**config.mk**
```make
export PLATFORM = sky130hd
export DESIGN_NAME = servo_pump_command_parser
export DESIGN_NICKNAME = d
export VERILOG_FILES = /design/src/rtl/spcp_pkg.sv /design/src/rtl/servo_pump_command_parser.sv /design/src/rtl/spcp_line_parse.sv
export VERILOG_INCLUDE_DIRS = /design/src /design/src/rtl
export SDC_FILE = /design/constraint.sdc
export NUM_CORES = 1
export LEC_CHECK = 0
export BUFFER_PORTS_ARGS = -buffer_cell sky130_fd_sc_hd__buf_2
export CAP_MARGIN = 40
export CORE_UTILIZATION = 50
export DETAILED_ROUTE_END_ITERATION = 10
export PLACE_DENSITY = 0.67
export SLEW_MARGIN = 20
export SYNTH_ARGS = -nofsm -noshare
export SYNTH_HDL_FRONTEND = slang
export SYNTH_SLANG_ARGS = --single-unit
```
**constraint.sdc**
```tcl
create_clock -name clk -period 14.25 [get_ports clk]
set_clock_uncertainty 0.2 [all_clocks]
set_input_delay 2.85 -clock clk [delete_from_list [all_inputs] [get_ports clk]]
set_output_delay 2.85 -clock clk [all_outputs]
set_load 0.03 [all_outputs]
```
**src/rtl/servo_pump_command_parser_defines.svh**
```systemverilog
// ----------------------------------------------------------------------------
// Servo and pump command parser assertion macros
// Shared assertion forms for the parser RTL.
// ----------------------------------------------------------------------------
`ifndef SERVO_PUMP_COMMAND_PARSER_DEFINES_SVH
`define SERVO_PUMP_COMMAND_PARSER_DEFINES_SVH

// same-cycle implication, checked outside reset
`define SPCP_ASSERT_NOW(label, ante, cons, msg) \
    label: assert property (@(posedge clk) disable iff (!rst_n) (ante) |-> (cons)) \
        else $error(msg);

// next-cycle implication, checked outside reset
`define SPCP_ASSERT_NEXT(label, ante, cons, msg) \
    label: assert property (@(posedge clk) disable iff (!rst_n) (ante) |=> (cons)) \
        else $error(msg);

`endif

```
**src/rtl/spcp_pkg.sv**
```systemverilog
// ----------------------------------------------------------------------------
// Servo and pump command parser package
// Shared constants, types and command word tables.
// ----------------------------------------------------------------------------
`timescale 1ns / 1ps
`default_nettype none

package spcp_pkg;

    localparam int LINE_LEN_DEF = 32;

    localparam logic [7:0] CHAR_NUL   = 8'h00;
    localparam logic [7:0] CHAR_LF    = 8'h0A;
    localparam logic [7:0] CHAR_CR    = 8'h0D;
    localparam logic [7:0] CHAR_TAB   = 8'h09;
    localparam logic [7:0] CHAR_SPACE = 8'h20;
    localparam logic [7:0] CHAR_PLUS  = 8'h2B;
    localparam logic [7:0] CHAR_MINUS = 8'h2D;
    localparam logic [7:0] CHAR_ZERO  = 8'h30;
    localparam logic [7:0] CHAR_NINE  = 8'h39;

    localparam logic [15:0] US_MIN   = 16'd1000;
    localparam logic [15:0] US_MAX   = 16'd2000;
    localparam logic [30:0] MAG_MAX  = 31'h7FFF_FFFF;

    typedef enum logic [1:0] {
        REPLY_MOVED    = 2'd0,
        REPLY_PUMP_ON  = 2'd1,
        REPLY_PUMP_OFF = 2'd2,
        REPLY_UNKNOWN  = 2'd3
    } reply_t;

    typedef enum logic [2:0] {
        NUM_SKIP   = 3'b001,
        NUM_DIGITS = 3'b010,
        NUM_DONE   = 3'b100
    } num_phase_t;

    typedef struct packed {
        logic        move_ok;
        logic        on_ok;
        logic        off_ok;
        logic        negative;
        logic [15:0] mag_low;
    } line_status_t;

    function automatic logic [7:0] move_char(input logic [1:0] idx);
        logic [7:0] c;
        unique case (idx)
            2'd0: c = 8'h4D;
            2'd1: c = 8'h4F;
            2'd2: c = 8'h56;
            2'd3: c = 8'h45;
            default: c = 8'h00;
        endcase
        return c;
    endfunction

    // "SUCTION O" common to both pump words; the char after it differs
    function automatic logic [7:0] suction_char(input logic [3:0] idx, input logic off_word);
        logic [7:0] c;
        unique case (idx)
            4'd0:  c = 8'h53;
            4'd1:  c = 8'h55;
            4'd2:  c = 8'h43;
            4'd3:  c = 8'h54;
            4'd4:  c = 8'h49;
            4'd5:  c = 8'h4F;
            4'd6:  c = 8'h4E;
            4'd7:  c = 8'h20;
            4'd8:  c = 8'h4F;
            4'd9:  c = off_word ? 8'h46 : 8'h4E;
            4'd10: c = 8'h46;
            default: c = 8'h00;
        endcase
        return c;
    endfunction

endpackage

`default_nettype wire

```
**src/rtl/servo_pump_command_parser.sv**
```systemverilog
// ----------------------------------------------------------------------------
// Servo and pump command parser
// Parses text command lines into servo compare and pump drive updates.
//
//   channel  dir  payload                                   beat
//   s_*      in   tdata[7:0] rx_byte                        one character
//   m_*      out  tdata[11:0] pulse_compare, [12] pump_on;  one reply per
//                 tuser[1:0] reply                          line end
//
// One character per cycle while input is not stalled; a line end gives its
// reply in the cycle after the beat, held in the output register.
// Reset clears the line, servo compare (0) and pump (off).
// Input stalls only while the output register holds an untaken reply.
// ----------------------------------------------------------------------------
`timescale 1ns / 1ps
`default_nettype none

`include "servo_pump_command_parser_defines.svh"

module servo_pump_command_parser #(
    parameter int LINE_LEN = spcp_pkg::LINE_LEN_DEF
) (
    input  wire logic        clk,
    input  wire logic        rst_n,
    input  wire logic        s_tvalid,
    output logic             s_tready,
    input  wire logic [7:0]  s_tdata,   // [7:0] rx_byte
    output logic             m_tvalid,
    input  wire logic        m_tready,
    output logic [15:0]      m_tdata,   // [11:0] pulse_compare, [12] pump_on
    output logic [1:0]       m_tuser    // [1:0] reply
);

    logic                   in_beat;
    logic                   line_end;
    spcp_pkg::line_status_t status;

    logic [11:0]            servo_reg, servo_next;
    logic                   pump_reg, pump_next;
    logic                   out_valid_reg;
    spcp_pkg::reply_t       reply_reg, reply_next;
    logic [11:0]            out_cmp_reg;
    logic                   out_pump_reg;

    logic [15:0]            angle;
    logic [15:0]            us_raw;
    logic [15:0]            us_clamp;

    assign s_tready = !out_valid_reg || m_tready;
    assign in_beat  = s_tvalid && s_tready;
    assign line_end = (s_tdata == spcp_pkg::CHAR_CR) || (s_tdata == spcp_pkg::CHAR_LF);

    spcp_line_parse #(
        .LINE_LEN (LINE_LEN)
    ) u_line (
        .clk     (clk),
        .rst_n   (rst_n),
        .step    (in_beat && !line_end),
        .clear   (in_beat && line_end),
        .rx_byte (s_tdata),
        .status  (status)
    );

    assign angle    = status.negative ? (16'd0 - status.mag_low) : status.mag_low;
    assign us_raw   = angle + (angle << 1) + (angle << 3) + spcp_pkg::US_MIN;
    assign us_clamp = (us_raw > spcp_pkg::US_MAX) ? spcp_pkg::US_MAX
                    : (us_raw < spcp_pkg::US_MIN) ? spcp_pkg::US_MIN : us_raw;

    always_comb
    begin
        servo_next = servo_reg;
        pump_next  = pump_reg;
        priority if (status.move_ok)
        begin
            servo_next = {us_clamp[10:0], 1'b0};
            reply_next = spcp_pkg::REPLY_MOVED;
        end
        else if (status.on_ok)
        begin
            pump_next  = 1'b1;
            reply_next = spcp_pkg::REPLY_PUMP_ON;
        end
        else if (status.off_ok)
        begin
            pump_next  = 1'b0;
            reply_next = spcp_pkg::REPLY_PUMP_OFF;
        end
        else
            reply_next = spcp_pkg::REPLY_UNKNOWN;
    end

    always_ff @(posedge clk or negedge rst_n)
    begin
        if (!rst_n)
        begin
            servo_reg     <= '0;
            pump_reg      <= 1'b0;
            out_valid_reg <= 1'b0;
        end
        else
        begin
            if (in_beat && line_end)
            begin
                servo_reg     <= servo_next;
                pump_reg      <= pump_next;
                out_valid_reg <= 1'b1;
            end
            else if (m_tready)
                out_valid_reg <= 1'b0;
        end
    end

    always_ff @(posedge clk)
    begin
        if (in_beat && line_end)
        begin
            reply_reg    <= reply_next;
            out_cmp_reg  <= servo_next;
            out_pump_reg <= pump_next;
        end
    end

    assign m_tvalid = out_valid_reg;
    assign m_tdata  = {3'b0, out_pump_reg, out_cmp_reg};
    assign m_tuser  = reply_reg;

    `SPCP_ASSERT_NEXT(a_line_end_reply, in_beat && line_end, m_tvalid,
        "line end beat gave no reply")
    `SPCP_ASSERT_NOW(a_cmp_range, m_tvalid,
        (m_tdata[11:0] == 12'd0) || ((m_tdata[11:0] >= 12'd2000) && (m_tdata[11:0] <= 12'd4000)),
        "pulse compare out of range")
    `SPCP_ASSERT_NOW(a_pump_on_reply, m_tvalid && (m_tuser == spcp_pkg::REPLY_PUMP_ON),
        m_tdata[12], "pump on reply with pump off")
    `SPCP_ASSERT_NOW(a_pump_off_reply, m_tvalid && (m_tuser == spcp_pkg::REPLY_PUMP_OFF),
        !m_tdata[12], "pump off reply with pump on")

endmodule

`default_nettype wire

```
**src/rtl/spcp_line_parse.sv**
```systemverilog
// ----------------------------------------------------------------------------
// Command line parser
// Holds the per-line match flags, length and decimal argument.
// ----------------------------------------------------------------------------
`timescale 1ns / 1ps
`default_nettype none

module spcp_line_parse #(
    parameter int LINE_LEN = spcp_pkg::LINE_LEN_DEF
) (
    input  wire logic                  clk,
    input  wire logic                  rst_n,
    input  wire logic                  step,
    input  wire logic                  clear,
    input  wire logic [7:0]            rx_byte,
    output spcp_pkg::line_status_t     status
);

    localparam int POS_W = $clog2(LINE_LEN);
    localparam logic [POS_W-1:0] POS_LIMIT = POS_W'(LINE_LEN - 1);
    localparam logic [POS_W-1:0] POS_MOVE  = POS_W'(4);
    localparam logic [POS_W-1:0] POS_ARG   = POS_W'(5);
    localparam logic [POS_W-1:0] POS_ON    = POS_W'(10);
    localparam logic [POS_W-1:0] POS_OFF   = POS_W'(11);

    logic [POS_W-1:0]       pos_reg, pos_next;
    logic                   ended_reg, ended_next;
    logic                   move_reg, move_next;
    logic                   on_reg, on_next;
    logic                   off_reg, off_next;
    spcp_pkg::num_phase_t   phase_reg, phase_next;
    logic                   neg_reg, neg_next;
    logic [30:0]            mag_reg, mag_next;

    logic                   is_digit;
    logic                   is_blank;
    logic [34:0]            mag_prod;
    logic [30:0]            mag_acc;

    assign is_digit = (rx_byte >= spcp_pkg::CHAR_ZERO) && (rx_byte <= spcp_pkg::CHAR_NINE);
    assign is_blank = ((rx_byte >= spcp_pkg::CHAR_TAB) && (rx_byte <= spcp_pkg::CHAR_CR))
                   || (rx_byte == spcp_pkg::CHAR_SPACE);
    assign mag_prod = ({4'b0, mag_reg} << 3) + ({4'b0, mag_reg} << 1) + {31'b0, rx_byte[3:0]};
    assign mag_acc  = (mag_prod > {4'b0, spcp_pkg::MAG_MAX}) ? spcp_pkg::MAG_MAX
                                                           : mag_prod[30:0];

    always_comb
    begin
        pos_next   = pos_reg;
        ended_next = ended_reg;
        move_next  = move_reg;
        on_next    = on_reg;
        off_next   = off_reg;
        phase_next = phase_reg;
        neg_next   = neg_reg;
        mag_next   = mag_reg;
        if (clear)
        begin
            pos_next   = '0;
            ended_next = 1'b0;
            move_next  = 1'b1;
            on_next    = 1'b1;
            off_next   = 1'b1;
            phase_next = spcp_pkg::NUM_SKIP;
            neg_next   = 1'b0;
            mag_next   = '0;
        end
        else if (step && (pos_reg < POS_LIMIT))
        begin
            pos_next = pos_reg + 1'b1;
            if (!ended_reg)
            begin
                if (rx_byte == spcp_pkg::CHAR_NUL)
                begin
                    // text ends here: apply the length checks
                    ended_next = 1'b1;
                    if (pos_reg < POS_MOVE) move_next = 1'b0;
                    if (pos_reg != POS_ON)  on_next   = 1'b0;
                    if (pos_reg != POS_OFF) off_next  = 1'b0;
                end
                else
                begin
                    if ((pos_reg < POS_MOVE)
                        && (rx_byte != spcp_pkg::move_char(pos_reg[1:0])))
                        move_next = 1'b0;
                    if ((pos_reg >= POS_ON)
                        || (rx_byte != spcp_pkg::suction_char(pos_reg[3:0], 1'b0)))
                        on_next = 1'b0;
                    if ((pos_reg >= POS_OFF)
                        || (rx_byte != spcp_pkg::suction_char(pos_reg[3:0], 1'b1)))
                        off_next = 1'b0;
                    if (pos_reg >= POS_ARG)
                    begin
                        unique case (phase_reg)
                            spcp_pkg::NUM_SKIP:
                            begin
                                priority if (is_blank)
                                    phase_next = spcp_pkg::NUM_SKIP;
                                else if (rx_byte == spcp_pkg::CHAR_PLUS)
                                    phase_next = spcp_pkg::NUM_DIGITS;
                                else if (rx_byte == spcp_pkg::CHAR_MINUS)
                                begin
                                    neg_next   = 1'b1;
                                    phase_next = spcp_pkg::NUM_DIGITS;
                                end
                                else if (is_digit)
                                begin
                                    mag_next   = mag_acc;
                                    phase_next = spcp_pkg::NUM_DIGITS;
                                end
                                else
                                    phase_next = spcp_pkg::NUM_DONE;
                            end
                            spcp_pkg::NUM_DIGITS:
                            begin
                                if (is_digit)
                                    mag_next = mag_acc;
                                else
                                    phase_next = spcp_pkg::NUM_DONE;
                            end
                            default:
                                phase_next = phase_reg;
                        endcase
                    end
                end
            end
        end
    end

    always_ff @(posedge clk or negedge rst_n)
    begin
        if (!rst_n)
        begin
            pos_reg   <= '0;
            ended_reg <= 1'b0;
            move_reg  <= 1'b1;
            on_reg    <= 1'b1;
            off_reg   <= 1'b1;
            phase_reg <= spcp_pkg::NUM_SKIP;
            neg_reg   <= 1'b0;
            mag_reg   <= '0;
        end
        else
        begin
            pos_reg   <= pos_next;
            ended_reg <= ended_next;
            move_reg  <= move_next;
            on_reg    <= on_next;
            off_reg   <= off_next;
            phase_reg <= phase_next;
            neg_reg   <= neg_next;
            mag_reg   <= mag_next;
        end
    end

    // line-end view: length checks apply unless the text already ended
    assign status.move_ok  = move_reg && (ended_reg || (pos_reg >= POS_MOVE));
    assign status.on_ok    = on_reg   && (ended_reg || (pos_reg == POS_ON));
    assign status.off_ok   = off_reg  && (ended_reg || (pos_reg == POS_OFF));
    assign status.negative = neg_reg;
    assign status.mag_low  = mag_reg[15:0];

endmodule

`default_nettype wire
```
== Yosys cells after proc, flatten, opt, wreduce, memory -nomap -nowiden ==
Memories as Yosys holds them, arrays and structs flattened.
Cells that the tools add are included.

* Register bits after elaboration: 73
* Bits in latches: 0
* RAM bits: 0
* Bits in read-only memories: 224
* Input port bits: 12
* Output and inout bits: 20
* Word-level logic and storage cells: 182
* Memories: 2

{| class="wikitable"
|+ Memory list
! name !! words !! bits a word !! read ports !! clocked after memory_dff !! write ports !! line !! RTL
|-
| (name not given) || 16 || 7 || 1 || 0 || 0 || spcp_pkg.sv:62 || <nowiki>unique case (idx)</nowiki>
|-
| (name not given) || 16 || 7 || 1 || 0 || 0 || spcp_pkg.sv:62 ||
|}

* Add/sub/neg operators: 7
* $mul: 0
* Div/mod/pow operators: 0
* $lt $le $gt $ge: 13
* Equal/unequal tests: 28
* Shift operators: 0
* Multiplexer cells: 79
* Bitwise gates (word level): 0
* Reductions and logical operators: 38

{| class="wikitable"
|+ Operator list
! cell !! count
|-
| $mux W31 || 10
|-
| $mux W8 || 12
|-
| $pmux W31 S2 || 1
|-
| $mux W1 || 38
|-
| $add A34 B32 Y35 || 1
|-
| $add A35 B4 Y35 || 1
|-
| $gt A35 B31 Y1 const B || 1
|-
| $add A16 B16 Y16 || 2
|-
| $pmux W8 S4 || 1
|-
| $mux W3 || 10
|-
| $eq A8 B6 Y1 const B || 3
|-
| $ne A8 B8 Y1 || 3
|-
| $mux W11 || 2
|-
| $ne A3 B2 Y1 const B || 7
|-
| $add A16 B10 Y16 const B || 1
|-
| $eq A8 B4 Y1 const B || 2
|-
| $gt A16 B11 Y1 const B || 1
|-
| $lt A16 B10 Y1 const B || 1
|-
| $mux W16 || 1
|-
| $reduce_and A8 Y1 || 2
|-
| $sub A1 B16 Y16 const A || 1
|-
| $mux W12 || 1
|-
| $reduce_and A4 Y1 || 3
|-
| $reduce_bool A3 Y1 || 4
|-
| 26 further kinds || 56
|}

== Logic depth before layout (Yosys ltp) ==
* Word-level depth: 14
* Gate-level depth with buffers: 22

== By module ==
From an unflattened synthesis, not the netlist that was laid out.

* Cells, all modules: 937
* Area, all modules: 7837.5 um^2

{| class="wikitable"
|+ Modules (own cells, without submodules)
! module !! times used !! cells an instance !! area an instance (um^2) !! seq. area each (um^2)
|-
| spcp_line_parse || 1 || 610 || 4845.9 || 1106.1
|-
| servo_pump_command_parser || 1 || 327 || 2991.6 || 800.8
|}

== Worst setup path after synthesis ==
No wires, ideal clock.

* Path kind: input port to output port
* Start: input port m_tready
* End: output port s_tready
* Arrival: 3165 ps
* Required time: 11200 ps
* Setup slack: 8035 ps
* Cell stages on the path: 1
* Cells stage by stage: nand2b_1

* Cells in the longest elaborated chain, start to end: 1

{| class="wikitable"
|+ Ends and longest elaborated chain
! what !! line !! RTL
|-
| start: declaration || servo_pump_command_parser.sv:29 || <nowiki>input wire logic m_tready,</nowiki>
|-
| $logic_or A1 B1 Y1 || servo_pump_command_parser.sv:49 || <nowiki>assign s_tready = !out_valid_reg || m_tready;</nowiki>
|-
| end: declaration || servo_pump_command_parser.sv:26 || <nowiki>output logic s_tready,</nowiki>
|}

No other way between the ends.

== Worst setup path after layout ==
* Start: input port s_tdata[3]
* End: register u_line.mag_reg[22]

* Cells in the longest elaborated chain, start to end: 13

{| class="wikitable"
|+ Ends and longest elaborated chain
! what !! line !! RTL
|-
| start: declaration || servo_pump_command_parser.sv:27 || <nowiki>input wire logic [7:0] s_tdata,</nowiki>
|-
| $add A35 B4 Y35 || spcp_line_parse.sv:43 || <nowiki>assign mag_prod = ({4'b0, mag_reg} << 3) + ({4'b0, mag_reg} << 1) + {31'b0, rx_byte[3:0]};</nowiki>
|-
| $gt A35 B31 Y1 || spcp_line_parse.sv:44 || <nowiki>assign mag_acc = (mag_prod > {4'b0, spcp_pkg::MAG_MAX}) ? spcp_pkg::MAG_MAX</nowiki>
|-
| $mux W31 || spcp_line_parse.sv:44 ||
|-
| $mux W31 || spcp_line_parse.sv:106, spcp_line_parse.sv:116 ||
|-
| $mux W31 || spcp_line_parse.sv:101 || <nowiki>else if (rx_byte == spcp_pkg::CHAR_MINUS)</nowiki>
|-
| $mux W31 || spcp_line_parse.sv:99 || <nowiki>else if (rx_byte == spcp_pkg::CHAR_PLUS)</nowiki>
|-
| $mux W31 || spcp_line_parse.sv:97 || <nowiki>priority if (is_blank)</nowiki>
|-
| $pmux W31 S2 || spcp_line_parse.sv:94 || <nowiki>unique case (phase_reg)</nowiki>
|-
| $mux W31 || spcp_line_parse.sv:92 || <nowiki>if (pos_reg >= POS_ARG)</nowiki>
|-
| $mux W31 || spcp_line_parse.sv:73 || <nowiki>if (rx_byte == spcp_pkg::CHAR_NUL)</nowiki>
|-
| $mux W31 || spcp_line_parse.sv:71 || <nowiki>if (!ended_reg)</nowiki>
|-
| $mux W31 || spcp_line_parse.sv:68 || <nowiki>else if (step && (pos_reg < POS_LIMIT))</nowiki>
|-
| $mux W31 || spcp_line_parse.sv:57 || <nowiki>if (clear)</nowiki>
|-
| end signal: assignment || spcp_line_parse.sv:152 || <nowiki>mag_reg <= mag_next;</nowiki>
|-
| end: declaration || spcp_line_parse.sv:33 || <nowiki>logic [30:0] mag_reg, mag_next;</nowiki>
|}

Parallel ways exist; a longest one is shown, timed or not. The select of a mux whose other input is x is not followed.
A chain may end at the register's enable or synchronous reset.

==> flow_summary.toml <==
[cts]
clockRootBuffer = "clkbuf_16"
htree_levels = 3
cts_max_path_buffers = 2
numCtsBuffers = 9
cts_setup_buffers = 0
cts.hold.buffers_added = 0
cts_tree = "done"
cts.clk_slew.worst_paths_ns = 0.06
postCtsResizedCells = 0
clk_latency_ns = 0.34
clock-sinks = 73

[cells_and_area]
fillers = 1243
largest_reg_flops = 31
area_growth_pct = 7.228
layout.nets = 989
multi_input_area_um2 = 4969
drive_gt1_share_pct = 8.525
register_area_um2 = 1907
fin_area_um2 = 7815
antennaDiodeCount = 0

[synthesis]
ys_seq_elements = 73
netlist_instances = 859
yosysMostFrequentCell = "a21oi_1"
synthTopCellsByCount = "104 x a21oi_1, 101 x ha_1, 78 x nand2_1"
synth_area_um2 = 7288
synth_edf_count = 15
synth_area_per_cell_um2 = 8.485
synth_largest_area_cell = "dfrtp_1"
synth_top_area_share_pct = 18.54
synthFlopType = "dfrtp_1"
synth.distinct_cells = 74
ys_async_sr_fraction_pct = 79.45
ys_seq_area_share_pct = 26.16
yosysWarnings = 0
ys_top_cells_by_area = "dfrtp_1 19%, ha_1 17%, a21oi_1 7.1%, edfxtp_1 6.2%, xor2_1 4.2%"

[power]
power.clock.fraction_pct = 28.8
p_sw_share_pct = 38.39
irDropWorstVdd_mv = 0.07773
switchingPower_mw = 0.2870
seqPwrFrac_pct = 33.8
intPower_mw = 0.4607
leakage_nw = 3.908
power_frac_comb_pct = 37.3
pwr_density_cell_nw_per_um2 = 95.68

[global_routing]
grt_max_degree = 59
first_global_vias = 5963
antenna_found_initial = 0
grt_first_pass_wirelength_mm = 28.10
gr-total-overflow = 0
grt_use_total_pct = 23.40

[timing]
final-hold-violation-count = 0
relSlewSlack_pct = 44.30
finalMaxSlewViolations = 0
tightest_slew_ns = 0.8310
period_minus_slack_ns = 6.444
timing.final.crit_share_pct = 45.22
whs_ns = 0.2770
tns_ns = 0
finalSetupViolations = 0
rsz0062_at_grt = "false"
fmax_mhz = 155.2

[detailed_routing]
wl_per_cell_um = 15.74
drc = 0
vias = 6202
drt-pass1-iter-count = 5
viasPerCell = 5.918
drtAntennaViolNets = 0
drt_wl_total_mm = 16.50
drtIter0Drc = 386

[place]
gp_congestion = 0.9035
dpl.hpwl_mm = 12.72
place_area_um2 = 7503
port_buffers = 28

[die]
initial_utilization_pct = 51.90
core_um2 = 14040
die_w_um = 122.7
die_area_um2 = 15060
fp.dieH_um = 122.7
rows = 43
pin_count = 32

[run_status]
status = "finished, final reports clean"

[worst_setup_path]
start_kind = "input port"
worstPathArrival_ns = 6.43
end_kind = "flip-flop"
crit_required_ns = 14.24
crit_fanout = 31
crit_type = "in -> reg"

[hold_path]
hold_class = "reg -> reg"

[run]
cap_viol_max_count = 0
==> worst max-delay path: stages <==
cell and delay [ns]:
buf_2 0.16, inv_1 0.09, fa_1 0.54, inv_1 0.07, fa_1 0.47, a21o_1 0.20, a221oi_2 0.33, a31oi_1 0.21
o311ai_1 0.38, a211o_1 0.18, o211a_1 0.14, o211a_2 0.64, a21oi_1 0.14
==> placed cells by master (no fill, tap or decap), types with 13 or more instances in the layout <==
| cell | n |
|---|---|
| dfrtp_1 | 54 |
| xnor2_1 | 33 |
| fa_1 | 13 |
| nand3_1 | 17 |
| nor2_1 | 49 |
| inv_1 | 62 |
| nand2_1 | 78 |
| a21o_1 | 13 |
| buf_2 | 28 |
| o21ai_0 | 61 |
| edfxtp_1 | 15 |
| a21oi_1 | 104 |
| ha_1 | 101 |
| xor2_1 | 35 |
==> cell families (layout without fill, tap and decap cells) <==
family | Yosys count | after routing | synth area share [%]
buffers and inverters | 104 | 111 | 5.837
other | 1 | 3 | 0.05145
XOR/XNOR | 69 | 69 | 8.395
AND/OR/NAND/NOR | 223 | 223 | 14.88
flip-flops | 73 | 73 | 26.16
AO/OA/AOI/OAI | 266 | 266 | 22.46
adder cells (fa/ha/maj) | 114 | 114 | 20.91
multiplexers | 9 | 9 | 1.305
==> through the flow <==
step	worst slack, ns	power [mW]	util [%]	instances
2_1_floorplan	8.035	0.4698	-	861
3_3_place_gp	7.514	0.5228	53.43	1031
3_5_place_dp	7.429	0.5308	53.43	1031
4_1_cts	7.780	0.7494	55.46	1047
5_1_grt	7.527	0.8000	55.65	1048
6_report	7.806	0.7477	55.65	1048
==> path summary, 6_finish.rpt <==
check                                               from                               to  slack, ns  cells past startpoint
setup / recovery                              s_tdata[3]   u_line.mag_reg[22]$_DFFE_PN0P_       7.81                     13
max in group asynchronous                          rst_n  u_line.phase_reg[0]$_DFFE_PN1P_      11.15                      3
min in group asynchronous                          rst_n        servo_reg[10]$_DFFE_PN0P_       2.19                      2
hold reg to reg              u_line.move_reg$_DFFE_PN1P_      u_line.move_reg$_DFFE_PN1P_       0.28                      2
setup reg to reg           u_line.mag_reg[0]$_DFFE_PN0P_        out_cmp_reg[10]$_DFFE_PP_       8.03                     17
hold / removal               u_line.move_reg$_DFFE_PN1P_      u_line.move_reg$_DFFE_PN1P_       0.28                      2
==> power by group through the flow <==
| stage | Clock (mW) | Sequential (mW) | Combinational [mW] |
|---|---|---|---|
| final | 0.216 | 0.253 | 0.279 |
| after global routing | 0.228 | 0.256 | 0.316 |
| after CTS | 0.219 | 0.252 | 0.278 |
| after detailed placement | 0 | 0.256 | 0.275 |
| after global placement | 0 | 0.256 | 0.267 |
| after floorplan | 0 | 0.241 | 0.229 |
==> metal layers <==
layer	up-vias	global-route usage, %	share of wire [%]
met5	-	0	0
met4	0	7.393	1.6
met3	20	3.160	3.5
met2	126	40.70	49
met1	2963	29.84	46
li1	3093	-	-
==> cell type report <==
class	count	share of cell area, %
tap	180	2.882
multi-input combinational	684	63.58
timing repair buffer	33	2.530
clock buffer	9	2.882
sequential	73	24.40
inverter	62	2.978
clock inverter	7	0.7525
Note: power is estimated with default switching activity, not from simulation.
